`config.mk`:
```
export PLATFORM = sky130hd
export DESIGN_NAME = lvu_ctrl
export DESIGN_NICKNAME = d
export VERILOG_FILES = /design/src/hw/rtl/lvu_pkg.sv /design/src/hw/rtl/lvu_ctrl.sv
export SDC_FILE = /design/constraint.sdc
export NUM_CORES = 1
export LEC_CHECK = 0
export ABC_AREA = 0
export CELL_PAD_IN_SITES_DETAIL_PLACEMENT = 2
export CELL_PAD_IN_SITES_GLOBAL_PLACEMENT = 2
export CORE_UTILIZATION = 33
export CTS_CLUSTER_DIAMETER = 40
export DETAILED_ROUTE_END_ITERATION = 16
export DONT_BUFFER_PORTS = 1
export GPL_TIMING_DRIVEN = 0
export PLACE_DENSITY_LB_ADDON = 0.05
export REMOVE_ABC_BUFFERS = 1
export SYNTH_ARGS = -nofsm -noshare
export SYNTH_HDL_FRONTEND = slang
export SYNTH_SLANG_ARGS = --single-unit
```
`constraint.sdc`:
```
create_clock -name clk -period 6.2 [get_ports clk]
set_clock_uncertainty 0.05 [all_clocks]
set_input_delay 0.93 -clock clk [delete_from_list [all_inputs] [get_ports clk]]
set_output_delay 0.93 -clock clk [all_outputs]
set_load 0.02 [all_outputs]
```
`src/hw/rtl/lvu_pkg.sv`:
```
// ----------------------------------------------------------------------------
// lvu_pkg
// Shared types, register indexes, command codes and fixed-point helpers for
// the Langevin velocity update block.
// ----------------------------------------------------------------------------
package lvu_pkg;

	localparam int IN_W  = 304;
	localparam int OUT_W = 320;

	localparam logic [2:0] REG_TEMPERATURE = 3'd0;
	localparam logic [2:0] REG_TIME_STEP   = 3'd1;
	localparam logic [2:0] REG_LIMIT_DIST  = 3'd2;
	localparam logic [2:0] REG_MODE_FLAGS  = 3'd3;
	localparam logic [2:0] REG_GAMMA0      = 3'd4;

	localparam int MODE_3D    = 0;
	localparam int MODE_DIAM  = 1;
	localparam int MODE_LIMIT = 2;
	localparam int MODE_TALLY = 3;

	localparam logic [63:0] CAP      = 64'h0000_4000_0000_0000;
	localparam logic [63:0] CAP_DIV6 = 64'd11728124029610;
	localparam logic [63:0] SQRT_TOP = 64'h4000_0000_0000_0000;

	localparam logic signed [65:0] MAX32 = 66'sh0_0000_0000_7FFF_FFFF;
	localparam logic signed [65:0] MIN32 = 66'sh3_FFFF_FFFF_8000_0000;
	localparam logic signed [65:0] MAX64 = 66'sh0_7FFF_FFFF_FFFF_FFFF;
	localparam logic signed [65:0] MIN64 = 66'sh3_8000_0000_0000_0000;

	typedef enum logic [4:0] {
		OP_NONE, OP_LOAD, OP_GT, OP_DIVQ, OP_DIVR, OP_SQRTC, OP_RC, OP_GV, OP_BD,
		OP_DIVA, OP_ADT, OP_VNEW, OP_MTAL, OP_TERM, OP_TRANS, OP_SQ, OP_SS,
		OP_SQRTS, OP_SPD, OP_CMP, OP_DIVS, OP_VSLO, OP_VSHI, OP_MG, OP_DIVV,
		OP_EDLO, OP_EDHI, OP_EN, OP_OUT
	} op_t;

	typedef struct packed {
		op_t        op;
		logic [1:0] idx;
		logic       div_start;
		logic       sqrt_start;
	} cmd_t;

	typedef struct packed {
		logic div_done;
		logic sqrt_done;
		logic exceed;
		logic limit_en;
		logic tally_en;
		logic last;
	} status_t;

	typedef struct packed {
		logic [30:0] temperature;
		logic [30:0] time_step;
		logic [30:0] limit_distance;
		logic [3:0]  mode_flags;
	} cfg_t;

	function automatic logic signed [31:0] sat32(input logic signed [65:0] x);
		if (x > MAX32) return 32'sh7FFF_FFFF;
		if (x < MIN32) return 32'sh8000_0000;
		return x[31:0];
	endfunction

	function automatic logic signed [63:0] sat64(input logic signed [65:0] x);
		if (x > MAX64) return 64'sh7FFF_FFFF_FFFF_FFFF;
		if (x < MIN64) return 64'sh8000_0000_0000_0000;
		return x[63:0];
	endfunction

	function automatic logic signed [63:0] trunc_shift(input logic signed [63:0] p,
			input int unsigned k);
		logic signed [63:0] bias;
		bias = p[63] ? ((64'sd1 <<< k) - 64'sd1) : 64'sd0;
		return (p + bias) >>> k;
	endfunction

endpackage

```
`src/hw/rtl/lvu_ctrl.sv`:
```
// ----------------------------------------------------------------------------
// lvu_ctrl
// Sequencer for the per-particle update: steps the datapath through the
// friction coefficient, the three component loops, the speed limit and the
// end-of-step energy update, and owns both handshakes.
// ----------------------------------------------------------------------------
module lvu_ctrl
	import lvu_pkg::*;
(
	input  logic    clk,
	input  logic    arst_n,
	input  logic    in_valid,
	output logic    in_ready,
	output logic    out_valid,
	input  logic    out_ready,
	output cmd_t    cmd,
	input  status_t status
);

	typedef enum logic [27:0] {
		S_IDLE  = 28'd1 << 0,  S_GT    = 28'd1 << 1,  S_DIVQ  = 28'd1 << 2,
		S_DIVR  = 28'd1 << 3,  S_SQRTC = 28'd1 << 4,  S_RC    = 28'd1 << 5,
		S_GV    = 28'd1 << 6,  S_BD    = 28'd1 << 7,  S_DIVA  = 28'd1 << 8,
		S_ADT   = 28'd1 << 9,  S_VNEW  = 28'd1 << 10, S_MTAL  = 28'd1 << 11,
		S_TERM  = 28'd1 << 12, S_TRANS = 28'd1 << 13, S_SQ    = 28'd1 << 14,
		S_SS    = 28'd1 << 15, S_SQRTS = 28'd1 << 16, S_SPD   = 28'd1 << 17,
		S_CMP   = 28'd1 << 18, S_DIVS  = 28'd1 << 19, S_VSLO  = 28'd1 << 20,
		S_VSHI  = 28'd1 << 21, S_MG    = 28'd1 << 22, S_DIVV  = 28'd1 << 23,
		S_EDLO  = 28'd1 << 24, S_EDHI  = 28'd1 << 25, S_EN    = 28'd1 << 26,
		S_OUT   = 28'd1 << 27
	} state_t;

	state_t     state_q, state_d;
	logic [1:0] idx_q, idx_d;
	logic       started_q, started_d;
	logic       out_valid_q;
	logic       load_out;
	logic       wait_div, wait_sqrt, unit_done;
	logic       last_idx;
	state_t     after_lim;

	assign last_idx  = idx_q == 2'd2;
	assign after_lim = (status.last && status.tally_en) ? S_EDLO : S_EN;
	assign load_out  = (state_q == S_OUT) && (!out_valid_q || out_ready);

	always_comb begin
		wait_div  = 1'b0;
		wait_sqrt = 1'b0;
		case (state_q)
			S_DIVQ, S_DIVR, S_DIVA, S_DIVS, S_DIVV: wait_div = 1'b1;
			S_SQRTC, S_SQRTS: wait_sqrt = 1'b1;
			default: ;
		endcase
	end

	assign unit_done = started_q && (wait_div ? status.div_done : status.sqrt_done);

	always_comb begin
		state_d        = state_q;
		idx_d          = idx_q;
		started_d      = started_q;
		cmd.op         = OP_NONE;
		cmd.idx        = idx_q;
		cmd.div_start  = 1'b0;
		cmd.sqrt_start = 1'b0;
		if (wait_div || wait_sqrt) begin
			if (!started_q) begin
				started_d      = 1'b1;
				cmd.div_start  = wait_div;
				cmd.sqrt_start = wait_sqrt;
			end else if (unit_done) begin
				started_d = 1'b0;
			end
		end
		case (state_q)
			S_IDLE: begin
				if (in_valid) begin
					cmd.op  = OP_LOAD;
					idx_d   = 2'd0;
					state_d = S_GT;
				end
			end
			S_GT: begin
				cmd.op  = OP_GT;
				state_d = S_DIVQ;
			end
			S_DIVQ: begin
				cmd.op = OP_DIVQ;
				if (unit_done) state_d = S_DIVR;
			end
			S_DIVR: begin
				cmd.op = OP_DIVR;
				if (unit_done) state_d = S_SQRTC;
			end
			S_SQRTC: begin
				cmd.op = OP_SQRTC;
				if (unit_done) state_d = S_RC;
			end
			S_RC: begin
				cmd.op  = OP_RC;
				state_d = S_GV;
			end
			S_GV: begin
				cmd.op  = OP_GV;
				state_d = S_BD;
			end
			S_BD: begin
				cmd.op  = OP_BD;
				state_d = S_DIVA;
			end
			S_DIVA: begin
				cmd.op = OP_DIVA;
				if (unit_done) state_d = S_ADT;
			end
			S_ADT: begin
				cmd.op  = OP_ADT;
				state_d = S_VNEW;
			end
			S_VNEW: begin
				cmd.op  = OP_VNEW;
				state_d = S_MTAL;
			end
			S_MTAL: begin
				cmd.op  = OP_MTAL;
				state_d = S_TERM;
			end
			S_TERM: begin
				cmd.op = OP_TERM;
				if (last_idx) begin
					idx_d   = 2'd0;
					state_d = S_TRANS;
				end else begin
					idx_d   = idx_q + 2'd1;
					state_d = S_RC;
				end
			end
			S_TRANS: begin
				cmd.op  = OP_TRANS;
				state_d = status.limit_en ? S_SQ : after_lim;
			end
			S_SQ: begin
				cmd.op  = OP_SQ;
				state_d = S_SS;
			end
			S_SS: begin
				cmd.op = OP_SS;
				if (last_idx) begin
					idx_d   = 2'd0;
					state_d = S_SQRTS;
				end else begin
					idx_d   = idx_q + 2'd1;
					state_d = S_SQ;
				end
			end
			S_SQRTS: begin
				cmd.op = OP_SQRTS;
				if (unit_done) state_d = S_SPD;
			end
			S_SPD: begin
				cmd.op  = OP_SPD;
				state_d = S_CMP;
			end
			S_CMP: begin
				cmd.op  = OP_CMP;
				state_d = status.exceed ? S_DIVS : after_lim;
			end
			S_DIVS: begin
				cmd.op = OP_DIVS;
				if (unit_done) state_d = S_VSLO;
			end
			S_VSLO: begin
				cmd.op  = OP_VSLO;
				state_d = S_VSHI;
			end
			S_VSHI: begin
				cmd.op  = OP_VSHI;
				state_d = S_MG;
			end
			S_MG: begin
				cmd.op  = OP_MG;
				state_d = S_DIVV;
			end
			S_DIVV: begin
				cmd.op = OP_DIVV;
				if (unit_done) begin
					if (last_idx) begin
						idx_d   = 2'd0;
						state_d = after_lim;
					end else begin
						idx_d   = idx_q + 2'd1;
						state_d = S_VSLO;
					end
				end
			end
			S_EDLO: begin
				cmd.op  = OP_EDLO;
				state_d = S_EDHI;
			end
			S_EDHI: begin
				cmd.op  = OP_EDHI;
				state_d = S_EN;
			end
			S_EN: begin
				cmd.op  = OP_EN;
				state_d = S_OUT;
			end
			S_OUT: begin
				if (load_out) begin
					cmd.op  = OP_OUT;
					state_d = S_IDLE;
				end
			end
			default: state_d = S_IDLE;
		endcase
	end

	always_ff @(posedge clk or negedge arst_n) begin
		if (!arst_n) begin
			state_q     <= S_IDLE;
			idx_q       <= '0;
			started_q   <= 1'b0;
			out_valid_q <= 1'b0;
		end else begin
			state_q   <= state_d;
			idx_q     <= idx_d;
			started_q <= started_d;
			if (load_out) out_valid_q <= 1'b1;
			else if (out_ready) out_valid_q <= 1'b0;
		end
	end

	assign in_ready  = state_q == S_IDLE;
	assign out_valid = out_valid_q;

endmodule

```
==> results of run 1 <==
Yosys cell counts, drive strengths merged, types with 3 or more instances:
| master | instances | share of area |
|---|---|---|
| a21o | 4 | 0.014 |
| a21oi | 5 | 0.012 |
| and2 | 3 | 0.0087 |
| buf | 4 | 0.015 |
| dfrtp | 31 | 0.36 |
| inv | 4 | 0.0069 |
| mux2 | 3 | 0.017 |
| nand2 | 23 | 0.040 |
| nand2b | 6 | 0.017 |
| nand3 | 4 | 0.0093 |
| nand3b | 8 | 0.028 |
| nand4 | 6 | 0.031 |
| nand4b | 9 | 0.036 |
| nor2 | 25 | 0.043 |
| nor2b | 5 | 0.014 |
| nor3 | 28 | 0.077 |
| nor4 | 21 | 0.090 |
| o21ai | 6 | 0.014 |
| or3 | 7 | 0.020 |
| or4 | 3 | 0.012 |
| xnor2 | 6 | 0.024 |
cell usage in the layout, fill, tap and decap left out, types with 2 or more instances in the layout:
cell                        netlist  routed
sky130_fd_sc_hd__dfrtp_1         31      31
sky130_fd_sc_hd__nor2_1          25      25
sky130_fd_sc_hd__nor3_1          24      24
sky130_fd_sc_hd__nand2_1         23      23
sky130_fd_sc_hd__nor4_1          15      15
sky130_fd_sc_hd__nand4b_1         9       9
sky130_fd_sc_hd__nand3b_1         8       8
sky130_fd_sc_hd__or3_1            7       7
sky130_fd_sc_hd__clkbuf_8         0       7
sky130_fd_sc_hd__nand2b_1         6       6
sky130_fd_sc_hd__xnor2_1          6       6
sky130_fd_sc_hd__o21ai_0          6       6
sky130_fd_sc_hd__nor2b_1          5       5
sky130_fd_sc_hd__a21oi_1          5       5
sky130_fd_sc_hd__nand3_1          4       4
sky130_fd_sc_hd__nand4_1          4       4
sky130_fd_sc_hd__inv_1            4       4
sky130_fd_sc_hd__a21o_1           4       4
sky130_fd_sc_hd__nor4_4           3       3
sky130_fd_sc_hd__nor4_2           3       3
sky130_fd_sc_hd__nor3_2           3       3
sky130_fd_sc_hd__and2_1           3       3
sky130_fd_sc_hd__nand4_4          2       2
sky130_fd_sc_hd__or2_2            2       2
sky130_fd_sc_hd__a2111oi_0        2       2
sky130_fd_sc_hd__or4_1            2       2
sky130_fd_sc_hd__and3_1           2       2
sky130_fd_sc_hd__a31o_2           2       2
sky130_fd_sc_hd__nor3b_1          2       2
sky130_fd_sc_hd__xor2_1           2       2
sky130_fd_sc_hd__mux2_1           2       2
flip-flops by register name, indices dropped and copies added (netlist names):
| register | cells |
|---|---|
| state_q | 28 |
| idx_q | 2 |
| out_valid | 1 |
| started_q | 1 |
layer usage:
layer | part of all wire | vias up | GRT usage | wire [um]
met2 | 0.47 | 29 | 0.3562 | 3405
met4 | 0.016 | 0 | 0.06897 | 118
li1 | - | 899 | - | -
met5 | 0 | - | 0 | 0
met1 | 0.48 | 979 | 0.2969 | 3415
met3 | 0.032 | 10 | 0.04871 | 231
worst paths after layout:
kind                            cells past startpoint   startpoint  slack, ns          end
worst max register to register                      7   state_q[8]       2.67   state_q[3]
worst max-delay path                                6  state_q[17]       1.89       cmd[4]
max in group asynchronous                           0       arst_n       5.65   state_q[0]
worst min-delay path                                0       arst_n       0.28   state_q[4]
worst min register to register                      1  state_q[15]       0.55  state_q[15]
min in group clk                                    1  state_q[15]       0.55  state_q[15]
power by group through the flow:
stage	Combinational [mW]	Sequential (mW)	Clock (mW)
2_1_floorplan	0.244	0.247	0
3_3_place_gp	0.328	0.251	0
3_5_place_dp	0.330	0.254	0
4_1_cts	0.332	0.251	0.189
5_1_grt	0.366	0.254	0.194
6_report	0.332	0.251	0.182
stage by stage:
step,power (mW),setup slack (ns)
floorplan,0.4910,2.866
finish,0.7651,1.893
global placement,0.5787,2.145
global route,0.8145,1.663
detailed placement,0.5836,2.172
CTS,0.7723,1.841
logic make-up (layout without fill, tap and decap cells):
family                    Yosys count  count (layout)  synth area share
DFF                                32              32            0.3709
and+or+nand+nor                   157             157            0.4601
xor gates and xnor gates            8               8           0.03241
AOI/OAI and AO/OA                  27              27           0.08681
muxes                               4               4           0.02199
buffers and inverters              11              13           0.02777
area by class of cell:
class	count	area, um^2
Clock buffer	8	100.1
Tap cell	77	96.34
Multi-Input combinational cell	196	1300
Inverter	5	20.02
Sequential cell	32	802.0
Fill cell	698	4031
worst max-delay path, delay by kind of cell (launching register included):
kind | cells | cell delay, ns
simple gates | 6 | 2.60
flops | 1 | 0.43
==> results.cfg, run 1 <==
[cts]
cts_stage_hold_buffer_count = 0
post-cts-setup-buffer-count = 0
clock_tree_buf_depth = 2
cts_htree_levels = 2
worstSkewPairLatency_ns = 0.29
cts.reportedPaths.clkPinSlew_ns = 0.07
clock_sinks = 32
numCtsBuffers = 5
clock_tree.root_cell = sky130_fd_sc_hd__clkbuf_8
cts_tree = built
cts_resized = 0

[place]
place_congestion = 0.8030
dp_hpwl_um = 5563
postPlaceCellArea_mm2 = 0.002218
placed_cells = 310
io_buffer_count = 0

[logic_synthesis]
yosysWarningCount = 0
flops_latches_synth = 32
synth_async_sr_flop_share = 1.000
synth_edf_count = 0
synth.yosys.seq_area_share = 0.3709
synthesis.area_mm2 = 0.002162
number_of_different_library_cells_in_the_post_synthesis_netlist = 50
yosys_most_used_dff = sky130_fd_sc_hd__dfrtp_1
synth.avg_cell_area_um2 = 9.046
synth_cells = 239

[run]
max_cap_viol_count = 0

[cells_and_area]
nNetsFinal = 250
insertedDiodeCount = 0
instances_no_fill = 318
post_route_cells_drive_above_1_share = 0.1245
design_area_mm2 = 0.002318
area_growth_syn_to_layout_pct = 7.234
postLayoutCoreUtil = 0.3651

[floorplan]
initial_utilization = 0.3405
dieHeight_um = 82.94
rows = 29
floorplan.die.width_um = 82.94
design.core.area_mm2 = 0.006350
die_area_mm2 = 0.006879
ios = 21

[sta]
final-setup-viol-count = 0
worst_hold_slack_ns = 0.2782
tightestPinTransition_ns = 1.064
fin_crit_ns = 4.307
report.final.hold_viol_count = 0
fin_crit_sh = 0.6946
clock.fmax_ghz = 0.2322
total_negative_setup_slacks_ns = 0
slew_viol_final = 0
grt_setup_unrepaired = false
slew_headroom = 0.2850

[critical_path]
crit_fanout = 10
timing.setup.critical_path_class = flip-flop to output pin
arrival_ns = 3.33
cell_with_the_largest_stage_delay_on_the_worst_path = sky130_fd_sc_hd__nor3_1
cp_data_required_time_ns = 5.22
path_cells = nor4_2 -> nand4_4 -> nor3_1 -> and2_1 -> nor4_1 -> nand4_1
critical_path.startpoint_type = flip-flop
critical_path.endpoint_type = output pin
max_stage_delay_ns = 0.94

[power]
power.share.combinational = 0.434
power.clock.fraction = 0.238
power.leakage_nw = 1.007
worst_ir_drop_vdd_v = 0.0001372
seq_power_share = 0.328
power.switching_fraction = 0.4396
cellInternalPower_uw = 428.8
p_per_area_mw_per_mm2 = 330.0
total_switching_power_uw = 336.3

[drt]
drc = 0
routed_wire_length_per_instance_um = 22.55
first_iter_violations = 104
antenna_violating_nets_post_route = 0
totalWireLength_um = 7170
num_vias = 1917
viasPerCell = 6.028
first_pass_iters = 4

[worst_hold_path]
hp-class = input pin to asynchronous set/reset pin

[global_routing]
gr-total-overflow = 0
antenna_violations_before_repair = 0
first_global_vias = 2110
wire_length_of_the_first_global_routing_pass_um = 11810
globalRouteTotalUtil = 0.2215
grt_max_degree = 33

[status]
result_of_the_run = finished clean
(Power assumes the default switching activity.)
==> inputs of run 2 (changes only) <==
- clock period: 6.2 -> 3.5 ns (I/O delays scaled with it)
==> run 2 against run 1 <==
  * Final cell count grew 3.1%
  * Combinational power is 91% higher
  * Die area unchanged
  * Routed wire length is 5.5% higher
  * Setup slack worse by 1.7 ns
  * Global-route usage up 0.45 points
  * Worst hold slack got worse by 0.27 ns
  * Critical path type unchanged
  * Largest cell class unchanged
  * Largest power group unchanged
  * Highest routed layer unchanged
==> results.cfg, run 2 (synthesis results as in run 1) <==
[drt]
drc = 0
routed_wire_length_per_instance_um = 23.07
first_iter_violations = 115
antenna_violating_nets_post_route = 0
totalWireLength_um = 7567
num_vias = 1994
first_pass_iters = 4
viasPerCell = 6.079

[cts]
cts_htree_levels = 2
cts_tree = built
cts.reportedPaths.clkPinSlew_ns = 0.07
clock_tree.root_cell = sky130_fd_sc_hd__clkbuf_8
numCtsBuffers = 5
worstSkewPairLatency_ns = 0.29
clock_tree_buf_depth = 2
clock_sinks = 32

[sta]
slew_headroom = 0.5413
report.final.hold_viol_count = 0
slew_viol_final = 0
final-setup-viol-count = 0
clock.fmax_ghz = 0.2988
fin_crit_sh = 0.9562
tightestPinTransition_ns = 0.6829
fin_crit_ns = 3.347

[global_routing]
antenna_violations_before_repair = 0
gr-total-overflow = 0
first_global_vias = 2146
wire_length_of_the_first_global_routing_pass_um = 11990
globalRouteTotalUtil = 0.2260
grt_max_degree = 32

[critical_path]
critical_path.endpoint_type = output pin
timing.setup.critical_path_class = flip-flop to output pin
reg2reg_setup_slack_ns = 0.17
crit_fanout = 7
critical_path.startpoint_type = flip-flop
rr_endpoint = state_q[3]
arrival_ns = 2.77
worst_setup_ep = cmd[4]
cp_data_required_time_ns = 2.92
rr_startpoint = state_q[9]
crit_start = state_q[9]
reg2reg_depth = 7

[cells_and_area]
largestRegisters = state_q: 28 flops, idx_q: 2 flops
registers.top_by_ff_count = state_q
nFillCells = 695
insertedDiodeCount = 0
area_growth_syn_to_layout_pct = 14.41
post_route_cells_drive_above_1_share = 0.1833
largest_reg_flops = 28
nNetsFinal = 260
layout_commonest_cell = sky130_fd_sc_hd__dfrtp_1
instances_no_fill = 328
mostFrequentLayoutCells = sky130_fd_sc_hd__dfrtp_1, sky130_fd_sc_hd__nor2_1, sky130_fd_sc_hd__nand2_1

[place]
place_congestion = 0.8030
dp_hpwl_um = 5563
placed_cells = 310
io_buffer_count = 0

[floorplan]
dieHeight_um = 82.94
design.core.area_mm2 = 0.006350
ios = 21
initial_utilization = 0.3405
rows = 29
floorplan.die.width_um = 82.94
die_area_mm2 = 0.006879

[worst_hold_path]
hp-class = input pin to asynchronous set/reset pin

[power]
power.leakage_nw = 1.082
p_total_mw = 1.407
p_per_area_mw_per_mm2 = 568.8
worst_ir_drop_vdd_v = 0.0002523

[status]
result_of_the_run = finished clean

[run]
max_cap_viol_count = 0
## run 2: cell count changes in the layout (fill, tap and decap cells not counted), moves of 2 or more
cell                     before  now
sky130_fd_sc_hd__nor3_4       1    3
sky130_fd_sc_hd__nor4_1      15   13
sky130_fd_sc_hd__buf_4        0    9
sky130_fd_sc_hd__nor4_4       3    6
sky130_fd_sc_hd__nor3_1      24   22
## run 2: power by group
| part | total [mW] | leakage [nW] | switching (mW) | internal, mW |
|---|---|---|---|---|
| registers | 0.451 | 0.440 | 0.0474 | 0.403 |
| logic | 0.633 | 0.590 | 0.437 | 0.196 |
| clock network | 0.324 | 0.0515 | 0.144 | 0.180 |
## run 2: through the flow
| stage | hold WS, ns | utilization | cell area, um^2 | TNS [ns] | setup WS (ns) |
|---|---|---|---|---|---|
| 3_5_place_dp | 0.1813 | 0.3494 | 2218 | -0.1384 | -0.1228 |
| 4_1_cts | 0.006617 | 0.3756 | 2385 | 0 | 0.006815 |
| 6_report | 0.006185 | 0.3896 | 2474 | 0 | 0.1534 |
| 5_1_grt | 0.005310 | 0.3896 | 2474 | -0.02438 | -0.02438 |
| 3_3_place_gp | 0.1807 | 0.3494 | 2218 | -0.1498 | -0.1498 |
| 2_1_floorplan | 0.1794 | - | 2122 | 0 | 0.5711 |
## run 2: worst min path at each step
stage                start     endpoint  slack, ns
floorplan           arst_n     idx_q[0]       0.18
detailed placement  arst_n   state_q[4]       0.18
global placement    arst_n  state_q[18]       0.18
CTS                 arst_n   state_q[2]      0.007
global route        arst_n   state_q[0]      0.005
finish              arst_n  state_q[17]      0.006
## run 2: per-layer routing
layer	track usage	share of wire	vias to the layer above
met3	0.05070	0.042	17
met1	0.2975	0.45	1016
li1	-	-	918
met2	0.3651	0.48	43
met5	0	0	-
met4	0.07837	0.027	0
## run 2: critical path, cell delays in order (launching register included)
cell,delay [ns]
sky130_fd_sc_hd__dfrtp_1,0.47
sky130_fd_sc_hd__nor4_4,0.50
sky130_fd_sc_hd__nand4_4,0.22
sky130_fd_sc_hd__or3_1,0.42
sky130_fd_sc_hd__nor4_2,0.33
sky130_fd_sc_hd__or3_1,0.20
sky130_fd_sc_hd__nor4_1,0.07
sky130_fd_sc_hd__nand4_1,0.28
## run 2: what timing repair did
action	CTS	global route
resized for setup	6	6
hold endpoints to repair	31	0
hold buffers	1	0
setup buffers	1	8
pin swaps	2	5
endpoints found under the setup margin	7	8
## run 2: layout make-up
cell class,instances,area [um^2],share of cell area
Clock buffer,8,100.1,0.04047
Inverter,5,20.02,0.008093
Multi-Input combinational cell,196,1368,0.5529
Sequential cell,32,802.0,0.3242
Tap cell,77,96.34,0.03895
Timing Repair Buffer,10,87.58,0.03541
